File: src/rtl/core/rvmd_pkg.sv
// Shared types and constants for the RV32M multiply/divide pipeline.
// No dependencies.
`default_nettype none

package rvmd_pkg;

  localparam int XLEN = 32;
  localparam int HALF = XLEN / 2;
  // divider folds its 32 iterations as DIV_STEPS per stage
  localparam int DIV_STEPS       = 4;
  localparam int DIV_ITER_STAGES = XLEN / DIV_STEPS;
  // prep stage + iteration stages + output register
  localparam int NUM_STAGES      = DIV_ITER_STAGES + 2;

  typedef logic [NUM_STAGES-1:0] stage_vec_t;

  typedef enum logic [2:0] {
    OP_MUL    = 3'd0,
    OP_MULH   = 3'd1,
    OP_MULHSU = 3'd2,
    OP_MULHU  = 3'd3,
    OP_DIV    = 3'd4,
    OP_DIVU   = 3'd5,
    OP_REM    = 3'd6,
    OP_REMU   = 3'd7
  } md_op_t;

  function automatic logic is_div_op(input md_op_t op);
    logic d;
    d = (op == OP_DIV) || (op == OP_DIVU) || (op == OP_REM) || (op == OP_REMU);
    return d;
  endfunction

endpackage

`default_nettype wire

File: src/rtl/core/rvmd_div.sv
// Pipelined restoring divider: sign prep, DIV_STEPS iterations per stage.
// Depends on rvmd_pkg.
`default_nettype none

module rvmd_div import rvmd_pkg::*; (
  input  wire logic             clk,
  input  wire stage_vec_t       en,
  input  wire logic [2:0]       in_action,
  input  wire logic [XLEN-1:0]  in_operand_a,
  input  wire logic [XLEN-1:0]  in_operand_b,
  output logic      [XLEN-1:0]  div_res
);

  typedef struct packed {
    logic neg_q;
    logic neg_r;
    logic rem_sel;
  } div_flags_t;

  // acc = {partial remainder, dividend bits left / quotient bits so far}
  function automatic logic [2*XLEN-1:0] div_steps(input logic [2*XLEN-1:0] acc,
                                                   input logic [XLEN-1:0]   d);
    logic [2*XLEN-1:0] a;
    logic [XLEN:0]     t;
    logic [XLEN:0]     diff;
    a = acc;
    for (int i = 0; i < DIV_STEPS; i++) begin
      t    = {a[2*XLEN-1:XLEN], a[XLEN-1]};
      diff = t - {1'b0, d};
      if (!diff[XLEN]) begin
        a = {diff[XLEN-1:0], a[XLEN-2:0], 1'b1};
      end else begin
        a = {t[XLEN-1:0], a[XLEN-2:0], 1'b0};
      end
    end
    return a;
  endfunction

  md_op_t            op;
  logic              sgn, a_neg, b_neg, b_zero;
  logic [XLEN-1:0]   a_mag, b_mag;
  div_flags_t        flags_nxt;

  logic [2*XLEN-1:0] acc_r   [0:DIV_ITER_STAGES];
  logic [XLEN-1:0]   d_r     [0:DIV_ITER_STAGES-1];
  div_flags_t        flags_r [0:DIV_ITER_STAGES];

  logic [XLEN-1:0]   quo, rem;

  assign op     = md_op_t'(in_action);
  assign sgn    = (op == OP_DIV) || (op == OP_REM);
  assign a_neg  = sgn && in_operand_a[XLEN-1];
  assign b_neg  = sgn && in_operand_b[XLEN-1];
  assign b_zero = (in_operand_b == '0);
  assign a_mag  = a_neg ? (XLEN'(0) - in_operand_a) : in_operand_a;
  assign b_mag  = b_neg ? (XLEN'(0) - in_operand_b) : in_operand_b;

  // by zero the loop yields all ones and |a|; only the quotient sign must not apply
  assign flags_nxt.neg_q   = (a_neg ^ b_neg) && !b_zero;
  assign flags_nxt.neg_r   = a_neg;
  assign flags_nxt.rem_sel = (op == OP_REM) || (op == OP_REMU);

  always_ff @(posedge clk) begin
    if (en[0]) begin
      acc_r[0]   <= {{XLEN{1'b0}}, a_mag};
      d_r[0]     <= b_mag;
      flags_r[0] <= flags_nxt;
    end
  end

  for (genvar k = 1; k <= DIV_ITER_STAGES; k++) begin : g_iter
    always_ff @(posedge clk) begin
      if (en[k]) begin
        acc_r[k]   <= div_steps(acc_r[k-1], d_r[k-1]);
        flags_r[k] <= flags_r[k-1];
      end
    end
    if (k < DIV_ITER_STAGES) begin : g_d
      always_ff @(posedge clk) begin
        if (en[k]) begin
          d_r[k] <= d_r[k-1];
        end
      end
    end
  end

  assign quo = acc_r[DIV_ITER_STAGES][XLEN-1:0];
  assign rem = acc_r[DIV_ITER_STAGES][2*XLEN-1:XLEN];

  always_comb begin
    if (flags_r[DIV_ITER_STAGES].rem_sel) begin
      div_res = flags_r[DIV_ITER_STAGES].neg_r ? (XLEN'(0) - rem) : rem;
    end else begin
      div_res = flags_r[DIV_ITER_STAGES].neg_q ? (XLEN'(0) - quo) : quo;
    end
  end

endmodule

`default_nettype wire

File: config.mk
export PLATFORM = sky130hd
export DESIGN_NAME = rvmd_div
export DESIGN_NICKNAME = d
export VERILOG_FILES = /design/src/rtl/core/rvmd_pkg.sv /design/src/rtl/core/rvmd_div.sv
export SDC_FILE = /design/constraint.sdc
export NUM_CORES = 2
export LEC_CHECK = 0
export ABC_AREA = 1
export ABC_CLOCK_PERIOD_IN_PS = 11200
export BUFFER_PORTS_ARGS = -buffer_cell sky130_fd_sc_hd__buf_4
export CORE_ASPECT_RATIO = 0.5
export CORE_MARGIN = 8
export CORE_UTILIZATION = 30
export CTS_CLUSTER_DIAMETER = 200
export DETAILED_ROUTE_END_ITERATION = 12
export PLACE_DENSITY_LB_ADDON = 0.25
export SKIP_CTS_REPAIR_TIMING = 1
export SLEW_MARGIN = 20
export SYNTH_ARGS = -nofsm -noshare
export SYNTH_HDL_FRONTEND = slang
export SYNTH_SLANG_ARGS = --single-unit
File: constraint.sdc
create_clock -name clk -period 11.2 [get_ports clk]
set_input_delay 1.68 -clock clk [delete_from_list [all_inputs] [get_ports clk]]
set_output_delay 1.68 -clock clk [all_outputs]
set_load 0.1 [all_outputs]
Word level (Yosys, flattened, before mapping) --
Memories as Yosys holds them, arrays and structs flattened. Index checks and enable logic that the tools add are counted. Widths: inputs -> output; s select.
Word-level totals: memories 3, register bits after elaboration 0, RAM bits 859
Memory list:
- acc_r | depth 9, bits a word 64, rd ports 9, clocked after memory_dff 0, write ports 9, line rvmd_div.sv:44 | logic [2*XLEN-1:0] acc_r [0:DIV_ITER_STAGES];
- d_r | depth 8, bits a word 32, rd ports 8, clocked after memory_dff 0, write ports 8, line rvmd_div.sv:45 | logic [XLEN-1:0] d_r [0:DIV_ITER_STAGES-1];
- flags_r | depth 9, bits a word 3, rd ports 9, clocked after memory_dff 0, write ports 9, line rvmd_div.sv:46 | div_flags_t flags_r [0:DIV_ITER_STAGES];
Operators by class: reduce and logical (&&, ||, !) cells 7, mux-type cells 87, bitwise gates (word level) 1, equal/unequal tests 3, $add $sub $neg 36
Operators by type and width (count):
- $mux 64 | 64
- $sub 33x32->33 | 32
- $mux 32 | 5
- $sub 1x32->32 const A | 4
- $logic_not 32->1 | 1
- $mux 1 | 18
- $eq 3x3->1 const B | 3
- $logic_and 1x1->1 | 3
- $logic_or 1x1->1 | 2
- $logic_not 1->1 | 1
- $xor 1x1->1 | 1

Depth between registers and ports, before layout --
depth in word-level cells 12, mapped depth 66

Worst setup path before layout --
No wires, ideal clock.
path type register to register, start point mem d_r[2][1] (netlist: d_r[0][65]), end point mem acc_r[0][249] (netlist bit) (data pin), data arrival time 8123 ps, stages on the path, launching flop included 60, slack 2824 ps, setup time 253 ps, required time 10947 ps, cell sequence edfxtp_1 inv_1 fa_1 nand2_1 nand2_1 nand3_1 nand2_2 nand2_1 nand2_2 nand2_2 nand2_2 nand2_2 nand2_4 inv_2 clkbuf_1 nand2_1 o21ai_0 inv_1 (+24 left out) nand3_2 nand2_2 buf_6 buf_4 nand2_1 o21ai_1 ha_1 a21oi_1 o21ai_1 a21oi_1 o21ai_1 a21boi_1 o21ai_1 a21oi_1 nand3_2 clkbuf_4 nand3_1 nand2_1
RTL lines (line):
- start: declaration | rvmd_div.sv:45
- end: declaration | rvmd_div.sv:44

==> results.toml <==
[placed_design]
postPlaceCellArea_um2 = 105000
gp_congestion = 0.950
io_buffers = 108
hpwl_mm = 292

[critical_path]
r2r-end = "acc_r[0][560]"
end_kind = "flip-flop"
worstPathArrival_ps = 10980
rrSetupSlack_ps = 780
worstPathRequired_ps = 11760
worstSetupStartpointType = "flip-flop"
criticalPathCategory = "flip-flop to flip-flop"
crit_fanout = 32
cp_common_cell = "nand2_1"
max_stage_delay_ps = 480
slowest_stage = "ha_1"
r2r-start = "acc_r[0][479]"
rr_worst_depth = 60

[logic_synthesis]
yosysWarnings = 0
syn_avg_cell_area_um2 = 6.98
synth_compound_area_share_pct = 17.2
synth_async_sr_flop_share_pct = 0
seq_area_frac_synth_pct = 25.6
synthXorXnorAreaFrac_pct = 8.25
synth_fa_ha_area_share_pct = 13.5
yosys.area_share.simple_pct = 27.3
synthMuxAreaShare_pct = 0
synth_edf_count = 827
synth_cells = 13900
syn_area_um2 = 96900
synth_top_family_by_area = "simple AND/OR/NAND/NOR gates"
synth.distinct_cells = 68
synth_top_flop_cell = "edfxtp_1"
ys_ff_latch = 827

[detailed_routing]
routed_wl_mm = 345
drtAntennaViolNets = 0
drt_iter0_drc = 7277
viasPerCell = 5.07
firstDrtPassIters = 6
vias = 94200
post_drt_wl_per_cell_um = 18.5
drc = 0

[layout]
finalNetCount = 15300
regArea_um2 = 24800
multiInputGateArea_um2 = 64300
n_fill_cell = 34800
final_common_cell = "nand2_1"
area_growth_pct = 11.2
final_area_um2 = 108000
final_cell_mix = "nand2_1 (3552), inv_1 (1634), a21oi_1 (1218)"
drive_gt1_share_pct = 6.79

[floorplanning]
dieArea_um2 = 343000
initial_core_util_pct = 30.2
num_rows = 147
die_x_um = 820
core_area_um2 = 321000
fp.dieH_um = 418
ios = 110

[global_route]
overflow = 0
grt_pass1_wl_mm = 518
grt_max_degree = 75
antenna_found_initial = 12
grt_pass1_vias = 88300
grt.total_usage_pct = 19.1

[worst_hold_path]
min_path_type = "flip-flop to flip-flop"
min_delay_path_depth = 0
min_from = "acc_r[0][411]"
hold_end = "acc_r[0][479]"

[sta]
timing.setup.tns_ps = 0
finalSetupViolCount = 0
rsz0062_at_grt = "false"
fmax_mhz = 96.0
skew_ps = 46.7
slew_viol_final = 0
slew_headroom_pct = 35.7
post-route-period-util_pct = 93.0
fin_crit_ps = 10420
worst_pin_slew_ps = 965
finalHoldViolCount = 0

[clocking]
ctsLongestPathBuffers = 3
clk_pin_slew_ps = 60
h-tree-depth = 3
cts_tree = "built"
clk_latency_ps = 730
ctsRootBufferMaster = "clkbuf_16"
clkSinkCount = 827
numCtsBuffers = 87

[run_status]
status = "completed"

[flow_run]
maxCapViolCount = 0
## registers in the layout, indices dropped and copies added, names as in the netlist
| signal | count |
|---|---|
| flags_r | 27 |
| acc_r | 544 |
| d_r | 256 |
## synth_stat cells, types with 113 or more instances
cell | count | area share, %
edfxtp_1 | 827 | 26
inv_1 | 1634 | 6.3
a21oi_1 | 1221 | 6.3
o21ai_1 | 168 | 0.87
o21bai_1 | 113 | 0.88
nor2_1 | 1078 | 4.2
nor3_1 | 231 | 1.2
xor2_1 | 474 | 4.3
xnor2_1 | 436 | 3.9
ha_1 | 998 | 13
o21ai_0 | 883 | 4.6
nand2_1 | 3552 | 14
nand3_1 | 888 | 4.6
nand4_1 | 135 | 0.87
## kinds of logic (layout without fill, tap and decap cells)
group | after synthesis | in the layout
flip-flops | 827 | 827
buffers and inverters | 1919 | 2288
AO/OA/AOI/OAI | 2962 | 2962
XOR/XNOR | 911 | 911
other | 1 | 17
AND/OR/NAND/NOR | 6232 | 6232
adder cells (fa/ha/maj) | 1029 | 1029
## metrics by stage
step           utilization [%]  instances  setup WS [ps]  hold WS, ps
2_1_floorplan                -      13900           2820          400
3_3_place_gp              32.6      18400            687          400
3_5_place_dp              32.6      18400            642          405
5_1_grt                   33.6      18600           3.83          397
6_report                  33.6      18600            779          396
4_1_cts                   33.6      18600            597          385
## final cells by class
| class | instances | share of cell area [%] |
|---|---|---|
| sequential | 827 | 23.0 |
| multi-input combinational | 11100 | 59.6 |
| timing repair buffer | 462 | 3.66 |
| clock inverter | 64 | 0.779 |
| clock buffer | 96 | 2.05 |
| tap | 4321 | 5.02 |
| inverter | 1666 | 5.81 |
| antenna | 2 | 0.00464 |
## layer usage
layer,vias up,wire (um),track usage (%)
met5,-,0,0
met4,0,10700,5.58
met3,408,15800,1.96
met2,2199,159000,32.3
li1,47700,-,-
met1,43800,160000,25.7
## critical path, delay by kind of cell (launching register included)
| kind | cells | cell delay (ps) |
|---|---|---|
| flops | 1 | 350 |
| fa+ha+maj | 5 | 1810 |
| buf+inv | 14 | 2180 |
| simple gates | 29 | 3190 |
| compound gates | 12 | 2670 |
## worst max path at each step
| stage | start | endpoint | cells after the start |
|---|---|---|---|
| floorplan | d_r[0][65] | acc_r[0][249] | 59 |
| global placement | d_r[1][55] | acc_r[0][431] | 50 |
| detailed placement | d_r[1][1] | acc_r[0][373] | 52 |
| CTS | d_r[1][1] | acc_r[0][373] | 52 |
| global route | d_r[1][32] | acc_r[0][441] | 53 |
| finish | acc_r[0][479] | acc_r[0][560] | 60 |
Power is left out: the tool's default activity adds up to more than one toggle a clock period on the data nets, which glitch-free logic cannot reach.
