File: src/rtl/core/rvmd_pkg.sv
// Shared types and constants for the RV32M multiply/divide pipeline.
// No dependencies.
`default_nettype none

package rvmd_pkg;

  localparam int XLEN = 32;
  localparam int HALF = XLEN / 2;
  // divider folds its 32 iterations as DIV_STEPS per stage
  localparam int DIV_STEPS       = 4;
  localparam int DIV_ITER_STAGES = XLEN / DIV_STEPS;
  // prep stage + iteration stages + output register
  localparam int NUM_STAGES      = DIV_ITER_STAGES + 2;

  typedef logic [NUM_STAGES-1:0] stage_vec_t;

  typedef enum logic [2:0] {
    OP_MUL    = 3'd0,
    OP_MULH   = 3'd1,
    OP_MULHSU = 3'd2,
    OP_MULHU  = 3'd3,
    OP_DIV    = 3'd4,
    OP_DIVU   = 3'd5,
    OP_REM    = 3'd6,
    OP_REMU   = 3'd7
  } md_op_t;

  function automatic logic is_div_op(input md_op_t op);
    logic d;
    d = (op == OP_DIV) || (op == OP_DIVU) || (op == OP_REM) || (op == OP_REMU);
    return d;
  endfunction

endpackage

`default_nettype wire

File: src/rtl/core/rvmd_mul.sv
// Pipelined 32x32 multiplier: 16x16 partial products, sum, sign fix, delay line.
// Depends on rvmd_pkg.
`default_nettype none

module rvmd_mul import rvmd_pkg::*; (
  input  wire logic             clk,
  input  wire stage_vec_t       en,
  input  wire logic [2:0]       in_action,
  input  wire logic [XLEN-1:0]  in_operand_a,
  input  wire logic [XLEN-1:0]  in_operand_b,
  output logic      [XLEN-1:0]  mul_res
);

  md_op_t op;
  logic a_sgn, b_sgn;
  logic [HALF-1:0] a_lo, a_hi, b_lo, b_hi;
  logic [XLEN-1:0] pp_ll_nxt, pp_lh_nxt, pp_hl_nxt, pp_hh_nxt, corr_nxt;

  logic [XLEN-1:0] pp_ll_r, pp_lh_r, pp_hl_r, pp_hh_r, corr_r;
  logic            hi_r;

  logic [2*XLEN-1:0] prod_nxt, prod_r;
  logic [XLEN-1:0]   corr1_r;
  logic              hi1_r;

  logic [XLEN-1:0]   res_nxt;
  logic [XLEN-1:0]   res_r [2:NUM_STAGES-2];

  assign op    = md_op_t'(in_action);
  assign a_sgn = (op == OP_MULH) || (op == OP_MULHSU);
  assign b_sgn = (op == OP_MULH);
  assign a_lo  = in_operand_a[HALF-1:0];
  assign a_hi  = in_operand_a[XLEN-1:HALF];
  assign b_lo  = in_operand_b[HALF-1:0];
  assign b_hi  = in_operand_b[XLEN-1:HALF];

  assign pp_ll_nxt = XLEN'(a_lo) * XLEN'(b_lo);
  assign pp_lh_nxt = XLEN'(a_lo) * XLEN'(b_hi);
  assign pp_hl_nxt = XLEN'(a_hi) * XLEN'(b_lo);
  assign pp_hh_nxt = XLEN'(a_hi) * XLEN'(b_hi);
  // signed high word = unsigned high word - (a<0 ? b : 0) - (b<0 ? a : 0)
  assign corr_nxt  = ((a_sgn && in_operand_a[XLEN-1]) ? in_operand_b : '0)
                   + ((b_sgn && in_operand_b[XLEN-1]) ? in_operand_a : '0);

  always_ff @(posedge clk) begin
    if (en[0]) begin
      pp_ll_r <= pp_ll_nxt;
      pp_lh_r <= pp_lh_nxt;
      pp_hl_r <= pp_hl_nxt;
      pp_hh_r <= pp_hh_nxt;
      corr_r  <= corr_nxt;
      hi_r    <= (op != OP_MUL);
    end
  end

  assign prod_nxt = {pp_hh_r, pp_ll_r}
                  + ({{XLEN{1'b0}}, pp_lh_r} << HALF)
                  + ({{XLEN{1'b0}}, pp_hl_r} << HALF);

  always_ff @(posedge clk) begin
    if (en[1]) begin
      prod_r  <= prod_nxt;
      corr1_r <= corr_r;
      hi1_r   <= hi_r;
    end
  end

  assign res_nxt = hi1_r ? (prod_r[2*XLEN-1:XLEN] - corr1_r) : prod_r[XLEN-1:0];

  always_ff @(posedge clk) begin
    if (en[2]) begin
      res_r[2] <= res_nxt;
    end
  end

  // delay line to line up with the divider
  for (genvar k = 3; k <= NUM_STAGES-2; k++) begin : g_dly
    always_ff @(posedge clk) begin
      if (en[k]) begin
        res_r[k] <= res_r[k-1];
      end
    end
  end

  assign mul_res = res_r[NUM_STAGES-2];

endmodule

`default_nettype wire

File: config.mk
export PLATFORM = sky130hd
export DESIGN_NAME = rvmd_mul
export DESIGN_NICKNAME = d
export VERILOG_FILES = /design/src/rtl/core/rvmd_pkg.sv /design/src/rtl/core/rvmd_mul.sv
export SDC_FILE = /design/constraint.sdc
export NUM_CORES = 2
export LEC_CHECK = 0
export ABC_AREA = 1
export ABC_CLOCK_PERIOD_IN_PS = 5600
export BUFFER_PORTS_ARGS = -buffer_cell sky130_fd_sc_hd__buf_2
export CORE_ASPECT_RATIO = 1.2
export CORE_MARGIN = 3
export CORE_UTILIZATION = 35
export CTS_CLUSTER_DIAMETER = 80
export DETAILED_ROUTE_END_ITERATION = 10
export MAX_ROUTING_LAYER = met4
export PLACE_DENSITY = 0.51
export SLEW_MARGIN = 20
export SYNTH_ARGS = -nofsm -noshare
export SYNTH_HDL_FRONTEND = slang
export SYNTH_SLANG_ARGS = --single-unit
File: constraint.sdc
create_clock -name clk -period 5.6 [get_ports clk]
set_input_delay 1.12 -clock clk [delete_from_list [all_inputs] [get_ports clk]]
set_output_delay 1.12 -clock clk [all_outputs]
set_load 0.01 [all_outputs]
# Word-level counts from Yosys, hierarchy flattened
# Memories as Yosys holds them, arrays and structs flattened.
# Index checks and enable logic that the tools add are counted.
# totals
inputBits	78
output_inout_bits	32
ram_bits	224
regBits	258
memories	1
# classes
n_addsub	4
eq_ne	2
mux	17
n_reduce_logical	4
n_mul	4
# memory_table
memory	words	word_bits	read_ports	rd_clocked_by_memory_dff	wr	line	text
res_r	7	32	7	0	7	rvmd_mul.sv:27	logic [XLEN-1:0] res_r [2:NUM_STAGES-2];
# op_table
operator	count
$add 64x48->64	2
$mul 16x16->32	4
$mux 32	3
$add 32x32->32	1
$sub 32x32->32	1
$mux 1	14
$eq 3x1->1 const B	1
$eq 3x2->1 const B	1
$reduce_bool 3->1	1
$logic_and 1x1->1	2
$logic_or 1x1->1	1

# Longest topological paths before layout
# logic_depth
word_depth	5
mapped_depth	26
ltp_nobuf	25

# Least setup slack after synthesis
# OpenSTA, ideal clock, no wires.
# synth_path
path_kind	input -> register
startpoint	in in_operand_a[23]
endpoint	reg pp_hl_r[27] (data pin)
setup_slack_ns	-0.387
path_stages	22
t_arrival_ns	5.734
path_buffers	1
path_cell_list	clkbuf_1 -> nand2_1 -> fa_1 -> inv_1 -> fa_1 -> inv_1 -> fa_1 -> inv_1 -> fa_1 -> fa_1 -> inv_1 -> fa_1 -> inv_1 -> ha_1 -> nand2_1 -> inv_1 -> a21oi_1 -> nor2_1 -> o21ai_0 -> nand3_1 -> nand2_1 -> nand2_1
# synth_between
elab_chain_len	1
# synth_lines
item	line	text
start: declaration	rvmd_mul.sv:9	input wire logic [XLEN-1:0] in_operand_a,
$mul 16x16->32	rvmd_mul.sv:39	assign pp_hl_nxt = XLEN'(a_hi) * XLEN'(b_lo);
net pp_hl_nxt[27]	rvmd_mul.sv:17	logic [XLEN-1:0] pp_ll_nxt, pp_lh_nxt, pp_hl_nxt, pp_hh_nxt, corr_nxt;
end signal: assignment	rvmd_mul.sv:49	pp_hl_r <= pp_hl_nxt;
end: declaration	rvmd_mul.sv:19	logic [XLEN-1:0] pp_ll_r, pp_lh_r, pp_hl_r, pp_hh_r, corr_r;
# The timed path passes the listed nets, and every way through them passes these cells.
# A chain may end at the register's enable or synchronous reset.

# Worst setup path after layout
# layout_path
startpoint	in in_operand_b[6]
endpoint	reg pp_ll_r[24] (data pin)
# layout_between
elab_chain_len	1
# layout_lines
item	line	text
start: declaration	rvmd_mul.sv:10	input wire logic [XLEN-1:0] in_operand_b,
$mul 16x16->32	rvmd_mul.sv:37	assign pp_ll_nxt = XLEN'(a_lo) * XLEN'(b_lo);
net pp_ll_nxt[24]	rvmd_mul.sv:17	
end signal: assignment	rvmd_mul.sv:47	pp_ll_r <= pp_ll_nxt;
end: declaration	rvmd_mul.sv:19	
# The timed path passes the listed nets, and every way through them passes these cells.

==> run_results.csv <==
group,metric,value,unit
status,status,"finished, violations left",
status,violations,"negative setup slack",
worst_setup_path,required,6.00,ns
sta,final.setup_skew,0.04821,ns
floorplan,die_w,382.4,um
sta,finalSetupTns,-0.01644,ns
final_layout,area_growth,26.00,%
synthesis,synth_adder_area_share,38.00,%
worst_setup_path,cp_data_arrival_time,6.01,ns
synthesis,synth_largest_area_cell,"fa_1",
synthesis,syn-mean-instance-area,8.246,um2
routing,via_per_inst,4.681,
sta,max_freq,0.1782,GHz
sta,hold_violations,0,
hold_path,holdCritPathClass,"reg2reg",
routing,via_count,47960,
worst_setup_path,regToRegStartpoint,"pp_hl_r[22]",
global_routing,grt_pass1_vias,49500,
routing,drt_pass1_iterations,8,
synthesis,synth_top_family_by_area,"adder cells",
cts,cts_tree,"yes",
final_layout,n_fill_cell,16600,
placed_design,io_buffers,108,
cts,h-tree-depth,2,
synthesis,synth_flop_cell,"edfxtp_1",
floorplan,start_util,35.29,%
routing,routed_wl,192500,um
floorplan,coreArea,168700,um2
routing,antenna_left,0,
synthesis,synth_warnings,0,
synthesis,synth_compound_area_share,3.311,%
global_routing,grt_overflow,0,
worst_setup_path,path_class,"in2reg",
cts,cts_buffers,53,
synthesis,ys_ff_latch,482,
cts,root_buffer,"clkbuf_16",
global_routing,grt_max_degree,162,
synthesis,synth_top_area_share,27.28,%
flow_run,maxCapViolations,0,
synthesis,synthTopCellsByArea,"fa_1 (27%), edfxtp_1 (24%), nand2_1 (13%)",
sta,rsz0062_at_grt,"yes",
synthesis,synth-xor-area-share,2.090,%
sta,fin_crit_sh,100.2,%
synthesis,netlist_top_cells_count,"nand2_1 (2082), inv_1 (1855), fa_1 (811)",
routing,drt_iter0_markers,2713,
final_layout,nets,9353,
synthesis,yosysSeqAreaShare,24.32,%
floorplan,die_y,457.7,um
floorplan,fp-row-count,165,
hold_path,hold_start,"res_r[0][89]",
placed_design,gp_congestion,0.9708,
synthesis,synth-edff-count,482,
worst_setup_path,cp_max_fo,7,
cts,cts_buffer_depth,3,
worst_setup_path,reg2reg_depth,10,
cts,clk_latency,0.65,ns
worst_setup_path,endpoint_kind,"flop",
sta,setup_viol,2,
sta,slew-limit-headroom,20.65,%
global_routing,grt_pass1_wl,281900,um
synthesis,async_flop_share,0,%
worst_setup_path,reg2reg_to,"prod_r[53]",
floorplan,die_area,175000,um2
worst_setup_path,startpoint_type,"input pin",
synthesis,synthSimpleGateAreaFrac,18.87,%
sta,worstMarginPinSlew,1.190,ns
routing,drc,0,
global_routing,antenna_found_initial,6,
placed_design,preCtsSetupSlack,-0.9726,ns
routing,wl_per_cell,18.78,um
cts,clock-sinks,482,
synthesis,synth_area,59510,um2
hold_path,hold_depth,0,
cts,holdBufCountCts,0,
final_layout,drive_gt1_share,20.41,%
synthesis,muxShareOfSynthArea,0,%
synthesis,ys_types,39,
placed_design,dp_hpwl,155200,um
cts,clk_pin_slew,0.06,ns
global_routing,grtUsageTotal,21.41,%
synthesis,yosysMostFrequentCell,"nand2_1",
sta,min_period,5.611,ns
synthesis,synthCells,7217,
final_layout,antenna_cells,0,
worst_setup_path,ff2ff_setup_slack,2.48,ns
synthesis,syn_nets,8616,
hold_path,hold_end,"res_r[0][121]",
sta,fin_ws,-0.01059,ns
sta,slew_violations,0,
floorplan,ioPinCount,110,
==> sequential cells by signal, indices dropped and copies added (netlist names) <==
name / count
corr1_r: 32
corr_r: 32
hi1_r: 1
hi_r: 1
pp_hh_r: 32
pp_hl_r: 32
pp_lh_r: 32
pp_ll_r: 32
prod_r: 64
res_r: 224
==> kinds of logic after synthesis <==
logic type,Yosys count
AO/OA/AOI/OAI,364
XOR/XNOR,142
adder cells (fa/ha/maj),1321
buffers and inverters,2094
flip-flops,482
AND/OR/NAND/NOR,2814
==> cells in the final DEF (no fill, tap or decap), drive strengths merged, types with 5 or more instances in the layout <==
cell	Yosys	final
o211ai	5	5
xor2	102	102
clkinv	0	24
nor2	387	387
nand3b	17	17
buf	33	882
edfxtp	482	482
fa	811	811
xnor2	40	40
o21bai	22	22
ha	510	510
clkbuf	204	97
and2	6	6
o21a	6	6
a21o	8	8
a21oi	208	208
o21ai	108	108
nor3	57	57
nand4	47	47
inv	1857	1860
nand3	197	197
nand2	2097	2097
==> stage by stage <==
step	util [%]	area, um2	hold slack, ns	instances
after detailed placement	40.86	68920	0.4045	10030
after global routing	44.46	74990	0.4133	10250
after CTS	42.11	71030	0.4071	10130
final	44.46	74990	0.4062	10250
after global placement	40.86	68920	0.4013	10030
after floorplan	-	61150	0.4003	7217
==> how the worst max path moves through the flow <==
stage / from / cells past startpoint / to
floorplan: in_operand_b[23] / 22 / pp_lh_r[29]
global placement: in_operand_b[26] / 24 / pp_hh_r[17]
detailed placement: in_operand_a[30] / 17 / pp_hh_r[24]
CTS: in_operand_b[29] / 21 / pp_hh_r[25]
global route: in_operand_a[28] / 23 / pp_hh_r[26]
finish: in_operand_b[6] / 24 / pp_ll_r[24]
==> final cells by class <==
class	instances	area (um2)	share of cell area (%)
Sequential cell	482	14470	19.30
Inverter	1857	6983	9.312
Clock buffer	60	1353	1.804
Multi-Input combinational cell	4641	40050	53.41
Timing Repair Buffer	919	8995	12.00
Tap cell	2254	2820	3.761
Clock inverter	33	307.8	0.4105
==> per-layer routing <==
layer	vias to the layer above	global-route usage [%]	part of all wire [%]
met5	-	-	0
met4	0	6.193	5.3
met3	367	1.549	3.8
met2	1168	37.23	49
met1	23470	26.77	42
li1	22960	-	-
==> critical path, stage by stage <==
cell	delay [ns]
buf_16	0.13
buf_12	0.16
buf_6	0.12
nand2_2	0.05
inv_1	0.04
fa_1	0.47
inv_1	0.05
fa_1	0.49
fa_2	0.59
inv_2	0.04
fa_2	0.42
fa_1	0.53
inv_2	0.04
fa_1	0.52
inv_2	0.05
ha_4	0.32
nand2_8	0.08
buf_6	0.12
nor2_4	0.13
nand2_2	0.08
o21ai_4	0.21
nand2_2	0.10
nand3_2	0.09
nand2_2	0.05
==> repair_timing <==
item                       CTS  global route
buffers inserted            15            86
resized for setup          102           680
pin swaps                   35           264
cloned                       0            31
setup endpoints to repair   72            80
Power is not shown: default switching activity piles up to over one toggle a cycle in this logic, so the estimate is an artifact.
